File: src/rtl/wdr_pkg.sv
// Package with shared types, widths and constants of the waveguide delay resonator.
package wdr_pkg;

    localparam int LINE_DEPTH_DEF = 4096;

    localparam int SMP_W   = 24;
    localparam int COEF_W  = 18;
    localparam int PROD_W  = SMP_W + COEF_W;
    localparam int ACC_W   = PROD_W + 2;
    localparam int FRAC_W  = 16;
    localparam int DLY_W   = 28;
    localparam int GAIN_W  = 17;
    localparam int CFG_IDX_W = 2;

    localparam int SMP_MAX = 8388607;
    localparam int SMP_MIN = -8388608;
    localparam int ONE_Q16 = 65536;

    localparam logic [CFG_IDX_W-1:0] REG_DELAY_LENGTH  = 2'd0;
    localparam logic [CFG_IDX_W-1:0] REG_DAMPING_COEFF = 2'd1;
    localparam logic [CFG_IDX_W-1:0] REG_DECAY_GAIN    = 2'd2;
    localparam logic [CFG_IDX_W-1:0] REG_CLOSED_MODE   = 2'd3;

    localparam logic [DLY_W-1:0]  DELAY_LENGTH_RST  = 28'd6553600;
    localparam logic [GAIN_W-1:0] DAMPING_COEFF_RST = 17'd65536;
    localparam logic [GAIN_W-1:0] DECAY_GAIN_RST    = 17'd65000;

    typedef logic signed [SMP_W-1:0]  smp_t;
    typedef logic signed [COEF_W-1:0] coef_t;

    typedef enum logic [1:0] {
        MAC_HOLD = 2'd0,
        MAC_LOAD = 2'd1,
        MAC_ADD  = 2'd2
    } mac_op_t;

    typedef struct packed {
        mac_op_t op;
        smp_t    op_a;
        coef_t   op_b;
    } mac_ctl_t;

endpackage

File: src/rtl/wdr_mac.sv
// Shared multiply-accumulate unit with rounding and 24-bit saturation of the rounded output.
module wdr_mac (
    input  logic              clk,
    input  logic              rst_n,
    input  wdr_pkg::mac_ctl_t ctl,
    output wdr_pkg::smp_t     rnd
);
    import wdr_pkg::*;

    localparam logic signed [ACC_W-1:0] ROUND_BIAS = ACC_W'(32768);
    localparam logic signed [ACC_W-1:0] SAT_HI     = ACC_W'(SMP_MAX);
    localparam logic signed [ACC_W-1:0] SAT_LO     = ACC_W'(SMP_MIN);

    logic signed [ACC_W-1:0]  acc_reg;
    logic signed [ACC_W-1:0]  acc_next;
    logic signed [PROD_W-1:0] prod;
    logic signed [ACC_W-1:0]  biased;
    logic signed [ACC_W-1:0]  shifted;

    assign prod = ctl.op_a * ctl.op_b;

    always_comb
    begin
        unique case (ctl.op)
            MAC_LOAD: acc_next = ACC_W'(prod);
            MAC_ADD:  acc_next = acc_reg + ACC_W'(prod);
            default:  acc_next = acc_reg;
        endcase
    end

    always_ff @(posedge clk or negedge rst_n)
    begin
        if (!rst_n)
        begin
            acc_reg <= '0;
        end
        else
        begin
            acc_reg <= acc_next;
        end
    end

    always_comb
    begin
        biased  = acc_reg + ROUND_BIAS;
        shifted = biased >>> FRAC_W;
        priority if (shifted > SAT_HI)
        begin
            rnd = SAT_HI[SMP_W-1:0];
        end
        else if (shifted < SAT_LO)
        begin
            rnd = SAT_LO[SMP_W-1:0];
        end
        else
        begin
            rnd = shifted[SMP_W-1:0];
        end
    end

endmodule

File: config.mk
export PLATFORM = sky130hd
export DESIGN_NAME = wdr_mac
export DESIGN_NICKNAME = d
export VERILOG_FILES = /design/src/rtl/wdr_pkg.sv /design/src/rtl/wdr_mac.sv
export SDC_FILE = /design/constraint.sdc
export NUM_CORES = 1
export LEC_CHECK = 0
export BUFFER_PORTS_ARGS = -buffer_cell sky130_fd_sc_hd__buf_4
export CORE_ASPECT_RATIO = 1.25
export CORE_MARGIN = 2
export CORE_UTILIZATION = 60
export CTS_CLUSTER_SIZE = 10
export DETAILED_ROUTE_END_ITERATION = 8
export PLACE_DENSITY = 0.78
export SLEW_MARGIN = 20
export SYNTH_ARGS = -nofsm -noshare
export SYNTH_HDL_FRONTEND = slang
export SYNTH_SLANG_ARGS = --single-unit
File: constraint.sdc
create_clock -name clk -period 6.65 [get_ports clk]
set_input_delay 0.3325 -clock clk [delete_from_list [all_inputs] [get_ports clk]]
set_output_delay 0.3325 -clock clk [all_outputs]
set_load 0.01 [all_outputs]
==> flow_results.org, run 1 <==
** Outcome
- Status :: complete, but fails checks
- Failing checks :: negative setup slack

** Critical path
- STA puts the critical path data arrival time at ~8 ns.
- STA classifies the critical path startpoint as an input pin.
- Critical path class :: in -> reg
- The worst setup path is captured at a flip-flop.
- Cell with the most instances on the worst path :: sky130_fd_sc_hd__fa_1
- For the worst setup path, the data required time is between 6 and 7 ns.
- Largest stage delay on the critical path :: 0.56 ns
- Of all nets on the critical path, the largest fanout is 10.
- Among all stages on the critical path, the largest delay is contributed by sky130_fd_sc_hd__fa_1.

** CTS
- Clock root buffer master :: sky130_fd_sc_hd__clkbuf_16
- Buffers inserted to repair hold after CTS numbered 0.
- Clock tree from TritonCTS :: done
- Clock-pin transition on the worst setup and hold timing paths :: roughly 0.070 ns
- Clk_lat worst skew :: about 0.30 ns
- CTS H-Tree Depth :: 2
- Number of buffers added by the clock tree synthesis step :: 5
- Clock Tree Buf Depth :: 2
- Sinks on Clock Net :: 44

** Routing
- Post-detailed-route wirelength per cell :: 19.2 um
- Vias :: around 18000
- Detailed router's first-iteration violation count :: around 1100
- In the routed design, unresolved DRC markers number 0.
- The routed design has roughly 61 mm of wire.
- The count of nets left with antenna violations once routing finished came out at 0.
- Before antenna repair, the detailed router went through 7 iterations.
- Using the TritonRoute via totals, the vias-per-cell ratio works out to 5.77.

** Cells and area
- The area growth from synthesis to layout is 27.8%.
- The register with the most flip-flops in the layout has 44 of them.
- FILL cells :: ~2000
- Area occupied by multi-input gates :: 18200 um2
- Number of diodes added for antenna fixing :: 0
- Across the whole layout, storage elements account for 1100 um2.
- Of the cells placed in the final design, the portion with a size suffix greater than 1 is 0.274.
- Post-layout nets :: between 3000 and 4000

** Floorplan
- Initial standard-cell utilization of the core :: 0.610
- Die span in x :: 169 um
- Die height :: about 210 um
- For this design the top-level I/O count stands at 70.
- Core Region :: around 34000 um2
- Row Count :: 75
- Floorplan die area :: approximately 36000 um2

** Yosys
- Counting every instance in the synthesized netlist gives around 2400.
- Distinct cell type count after synthesis :: 82
- Sorting the synthesized cells by area gives the leading types as sky130_fd_sc_hd__fa_1 (42%), sky130_fd_sc_hd__inv_1 (9.4%), sky130_fd_sc_hd__ha_1 (9.3%).
- Counting flops with an async set or reset pin after synthesis yields a share of 1.00.
- Synthesis produced a netlist with a net count of 3016.
- In this run, synthesis produced a sequential element count of between 40 and 50.
- The most used flip-flop cell after synthesis is sky130_fd_sc_hd__dfrtp_1.
- Cell accounting for the most synthesized area :: sky130_fd_sc_hd__fa_1
- The share of the Yosys chip area taken by registers is 0.0538.
- Number of enable flip-flop cells after synthesis :: 0
- The share of synthesized area in the top cell type comes to 0.416.
- Dividing the synthesized area by the synthesized cell count gives 8.56 um2.
- The mapped netlist covers between 20000 and 25000 um2.
- During synthesis, Yosys emitted a total of 0 warnings.

** STA
- For the finished layout, the period the worst path requires is between 7 and 8 ns.
- RSZ-0062 raised after global routing :: true
- Hold timing on the final database bottoms out at a slack of approximately 0.043 ns.
- For the pin with the worst max-slew slack, the measured transition is just over 0.8 ns.
- Setup violations remaining at the end of the flow were counted as 25.
- The final hold violation count was 0.
- Maximum clock frequency :: around 130 MHz
- Final Cycle Share :: 1.17
- The final max-slew violation count came to 0.
- Across the routed clock network, the largest skew measured is roughly 0.0044 ns.
- In this run the tightest slew margin relative to its limit is 0.452.
- Once routing completed, OpenROAD measured the worst setup slack at -1.10 ns.

** GRT
- The number of global-route vias before repair was just over 20000.
- The initial antenna violation count came to 0.
- Grt met3 use :: 0.0475
- Met2 capacity usage during global routing :: 0.600
- Global-route congestion overflow total :: 0
- The global routing stage identified its most utilized layer as met2.
- In the global route stage, overall resource usage came out at 0.338.
- For this run, global-route usage on met1 was measured as 0.414.
- Entering global routing, the biggest net connects a little over 60 pins.
- First-pass GRT wire length :: about 97 mm

** Placement
- During placement, the flow inserted port buffers numbering ~70.
- Hpwl dp :: 47.1 mm
- At the end of routability-driven placement, the weighted congestion stood at ~0.96.

** Hold path
- The path class of the tightest hold or removal check is in -> async.

** Flow run
- Max-cap violations :: 0
## final timing paths
path	end	from	slack, ns	depth (start not counted)
max reg2reg	acc_reg[20]	acc_reg[0]	3.29	12
min in group clk	acc_reg[7]	acc_reg[7]	0.49	1
min	acc_reg[41]	rst_n	0.04	1
max in group asynchronous	acc_reg[22]	rst_n	6.18	1
max	acc_reg[43]	ctl[29]	-1.10	35
min reg2reg	acc_reg[7]	acc_reg[7]	0.49	1
## final cells by class
cell class,instances,share of cell area
Clock buffer,6,0.00492
Sequential cell,44,0.0421
Clock inverter,2,0.000621
Inverter,518,0.0745
Multi-Input combinational cell,1731,0.696
Tap cell,423,0.0202
Timing Repair Buffer,481,0.161
## layout by cell type (no fill, tap or decap), types with 17 or more instances in the layout
master                     synthesis  routed
sky130_fd_sc_hd__a21o_1           44      44
sky130_fd_sc_hd__a21oi_1          95      65
sky130_fd_sc_hd__a21oi_2           1      29
sky130_fd_sc_hd__and2_1          173     147
sky130_fd_sc_hd__and2_4            0      26
sky130_fd_sc_hd__buf_12            0      24
sky130_fd_sc_hd__buf_4             1     395
sky130_fd_sc_hd__buf_6             1      50
sky130_fd_sc_hd__dfrtp_1          44      44
sky130_fd_sc_hd__fa_1            426     399
sky130_fd_sc_hd__fa_2              0      27
sky130_fd_sc_hd__ha_1            152     122
sky130_fd_sc_hd__ha_4              0      24
sky130_fd_sc_hd__inv_1           515     465
sky130_fd_sc_hd__inv_2             0      50
sky130_fd_sc_hd__mux2i_1          20      20
sky130_fd_sc_hd__nand2_1         323     303
sky130_fd_sc_hd__nand2b_1         19      17
sky130_fd_sc_hd__nand3_1          19      18
sky130_fd_sc_hd__nor2_1           72      66
sky130_fd_sc_hd__o21ai_0          90      65
sky130_fd_sc_hd__o21ai_1          10      21
sky130_fd_sc_hd__xnor2_1          63      53
sky130_fd_sc_hd__xor2_1           36      32
## stage by stage
step | setup WS [ns] | setup TNS [ns] | std cells | util | instance area [um2]
after floorplan | -1.07 | -10.16 | 2392 | - | 21200
after global placement | -1.43 | -25.55 | 3144 | 0.724 | 24300
after detailed placement | -1.58 | -28.59 | 3144 | 0.724 | 24300
after CTS | -1.05 | -16.33 | 3185 | 0.756 | 25400
after global routing | -1.46 | -25.58 | 3205 | 0.779 | 26200
final | -1.10 | -18.02 | 3205 | 0.779 | 26200
## cells in the mapped netlist, drive strengths merged, types with 3 or more instances
library cell	number
nor2	72
o2111ai	3
o21a	13
o31a	3
o21ai	100
or3	3
a211oi	6
nor4	4
nand2	323
a2bb2oi	6
xor2	36
o21bai	7
a31oi	9
and3	17
o211ai	13
clkinv	3
fa	426
and2	173
dfrtp	44
nor2b	6
mux2i	20
nand4	14
nand2b	20
nor3b	3
a311oi	3
clkbuf	94
nor3	19
a21boi	3
and4	4
or2	3
xnor2	64
a21o	44
a22oi	6
a21oi	96
inv	515
a31o	6
o31ai	4
buf	5
nand3	19
a221o	3
ha	152
## routing by layer
layer	wire [um]	share of wire
met1	22500	0.37
met2	31400	0.51
met3	4210	0.069
met4	3390	0.055
met5	0	0
## cells by family after synthesis
family | count (synthesis) | synth area share
simple gates | 687 | 0.163
buf+inv | 617 | 0.114
fa+ha+maj | 578 | 0.509
compound gates | 346 | 0.108
xor+xnor | 100 | 0.0431
flops | 44 | 0.0538
mux | 20 | 0.00977
## critical path: cells and delay by family
| family | cells | cell delay (ns) |
|---|---|---|
| buffers and inverters | 7 | 0.57 |
| AOI/OAI and AO/OA | 16 | 3.22 |
| xor gates and xnor gates | 1 | 0.10 |
| and+or+nand+nor | 3 | 0.36 |
| adders and majority gates | 8 | 3.35 |
## what timing repair did
item	CTS	global route
setup buffers	39	27
pin swaps	118	88
endpoints found under the setup margin	27	30
gates cloned	0	3
gates resized for setup	158	166
Power of run 1 is not shown: default switching activity piles up to over one toggle a cycle in this logic, so the estimate is an artifact.
==> run 2, diff against run 1 <==
Settings changed: BUFFER_PORTS_ARGS -buffer_cell sky130_fd_sc_hd__buf_4 to unset, CORE_UTILIZATION 60 to 65, DONT_BUFFER_PORTS set to 1, PLACE_DENSITY 0.78 to 0.82.
==> flow_results.org, run 2 (synthesis gave the netlist of run 1 again) <==
** Outcome
- The run finished, with violations left.
- The final reports fail on negative setup slack.

** CTS
- Clock-pin transition on the worst setup and hold timing paths :: 0.07 ns (about the same)
- CTS H-Tree Depth :: 2 (unchanged)
- Clock Tree Buf Depth :: 2 (unchanged)
- The worst-skew pair later-pin latency was 0.30 ns (about the same).
- The number of clock sinks came to 44 (unchanged).
- Clock tree from TritonCTS :: done
- The cell sitting at the root of the clock tree is a sky130_fd_sc_hd__clkbuf_16.
- Number of buffers added by the clock tree synthesis step :: 5 (unchanged)

** STA
- Relative slew slack :: 0.535 (+0.0823)
- The post-layout minimum cycle time came to 7.71 ns (-0.0473 ns).
- The worst clock skew on the final layout was 0.00538 ns (+0.00102 ns).
- Setup repair after global routing could not meet its margin everywhere.
- Transition time of the tightest slew-check pin :: 0.696 ns (-0.123 ns)
- The final worst slack was -1.06 ns (+0.0473 ns).
- The number of setup violations in the final report was 24 (-4.0%).
- Number of pins exceeding their max-slew limit in the final report :: 0 (unchanged)
- Hold violation total from the final report :: 0 (unchanged)
- Final Cycle Share :: 1.16 (-0.00711)
- Maximum clock frequency :: 130 MHz (+0.61%)

** Floorplan
- Row Count :: 72 (-4.0%)
- The overall die area is 33000 um2 (-7.5%).
- The count of pins on the block boundary came to 70 (unchanged).
- Core Region :: 31000 um2 (-7.8%)
- Initial standard-cell utilization of the core :: 0.661 (+0.0513)
- The height of the die was 202 um (-3.8%).
- Die span in x :: 163 um (-3.8%)

** Critical path
- The number of buffer and inverter instances along the worst setup path was 6 (-1).
- The worst setup path is captured at a flip-flop.
- Cell family with most CP delay :: adder cells
- Data arrival time of the worst path :: 7.92 ns (-0.04 ns)
- The maximum fanout along the worst path came to 18 (+8).
- The highest cell delay on the worst timing path came to 0.57 ns (about the same).
- Cell with the most instances on the worst path :: sky130_fd_sc_hd__fa_1
- Slowest stage cell on the critical path :: sky130_fd_sc_hd__fa_1
- The critical path in this run is classified as in -> reg.
- The data required time at the worst endpoint came to 6.87 ns (about the same).
- STA classifies the critical path startpoint as an input pin.

** Routing
- Final routed wirelength across all metal layers :: 59.5 mm (-3.2%)
- The routed via count divided by cell count was 5.90 (+2.2%).
- DRC violation count after routing :: 0 (unchanged)
- Vias :: 17707 (-4.3%)
- Number of nets with antenna violations after routing :: 0 (unchanged)
- Post-detailed-route wirelength per cell :: 19.8 um (+3.4%)
- Number of detailed-route iterations in the first pass :: 7 (unchanged)
- Detailed router's first-iteration violation count :: 1429 (+29%)

** Placement
- The worst setup timing slack at the placement stage came to -1.34 ns (+0.242 ns).
- Total of buffers placed on input and output ports :: 0 (-100%)
- Placed instance count :: 2956 (-6.0%)
- The placer congestion estimate was 0.916 (-4.2%).
- The total half-perimeter wirelength after legalization and detailed placement was 45.4 mm (-3.5%).

** Cells and area
- The number of antenna diodes came to 0 (unchanged).
- Leaving out fill and tap cells, the most frequent cell in the layout is sky130_fd_sc_hd__inv_1.
- The number of cells in the finished layout apart from fillers is 3001 (-6.4%).
- The net count of the finished layout was 3217 (-5.5%).
- The number of flip-flops in the largest register is 44 (unchanged).
- The library cells used most frequently in the layout, excluding fill and tap cells, are sky130_fd_sc_hd__inv_1 (484), sky130_fd_sc_hd__fa_1 (408), sky130_fd_sc_hd__nand2_1 (312).
- Compared with the post-synthesis result, the final layout area differs by 17.8%.
- Layout cells sized above 1 :: 0.202 (-0.0719)

** GRT
- First-pass GRT wire length :: 96.5 mm (about the same)
- Pin count of the biggest net entering global routing :: 45 (-26%)
- The number of global-route vias before repair was 19439 (-3.6%).
- The total routing usage reported by global routing was 0.369 (+0.0315).
- The initial antenna violation count came to 0 (unchanged).
- Global-route congestion overflow total :: 0 (unchanged)

** Hold path
- Worst min-delay path category :: in -> reg

** Flow run
- Max-cap violations :: 0 (unchanged)
run 2: path summary, 6_finish.rpt:
| path | start | to | slack [ns] | cells after the start |
|---|---|---|---|---|
| setup / recovery | ctl[25] | acc_reg[43] | -1.06 | 34 |
| hold / removal | ctl[0] | acc_reg[0] | 0.47 | 3 |
| setup reg to reg | acc_reg[0] | acc_reg[20] | 3.24 | 12 |
| hold reg to reg | acc_reg[5] | acc_reg[5] | 0.50 | 2 |
| max in group asynchronous | rst_n | acc_reg[10] | 5.88 | 2 |
| min in group asynchronous | rst_n | acc_reg[40] | 0.51 | 2 |
run 2: repair_timing:
item	CTS	global route
setup endpoints to repair	25	27
cloned	0	0
setup buffers	13	25
hold buffers	2	0
resized for setup	66	113
pin swaps	57	97
hold endpoints to repair	44	0
run 2: tightest hold or removal path: stages:
cell,delay [ns]
sky130_fd_sc_hd__and2_1,0.15
sky130_fd_sc_hd__mux2i_1,0.14
sky130_fd_sc_hd__o21ai_0,0.10
run 2: cell type report:
type | instances | area [um2]
multi-input combinational | 1731 | 18100
fill | 2018 | 6850
timing repair buffer | 293 | 2290
inverter | 518 | 1950
sequential | 44 | 1100
tap | 407 | 509
clock buffer | 7 | 153
clock inverter | 1 | 30.0
run 2: metrics by stage:
step / instance area [um2] / util / setup TNS [ns] / hold WS, ns
4_1_cts: 23500 / 0.758 / -12.58 / 0.463
2_1_floorplan: 21200 / - / -10.16 / 0.0369
3_5_place_dp: 22900 / 0.738 / -20.83 / 0.0381
6_report: 24100 / 0.779 / -14.37 / 0.467
3_3_place_gp: 22900 / 0.738 / -18.78 / 0.0384
5_1_grt: 24100 / 0.779 / -20.15 / 0.493
run 2: routing by layer:
metal | GRT usage | part of all wire | up-vias
met4 | 0.159 | 0.047 | 0
met3 | 0.0880 | 0.086 | 228
li1 | - | - | 7737
met2 | 0.619 | 0.50 | 878
met5 | 0 | 0 | -
met1 | 0.458 | 0.37 | 8864
Power of run 2 is left out for the same reason.
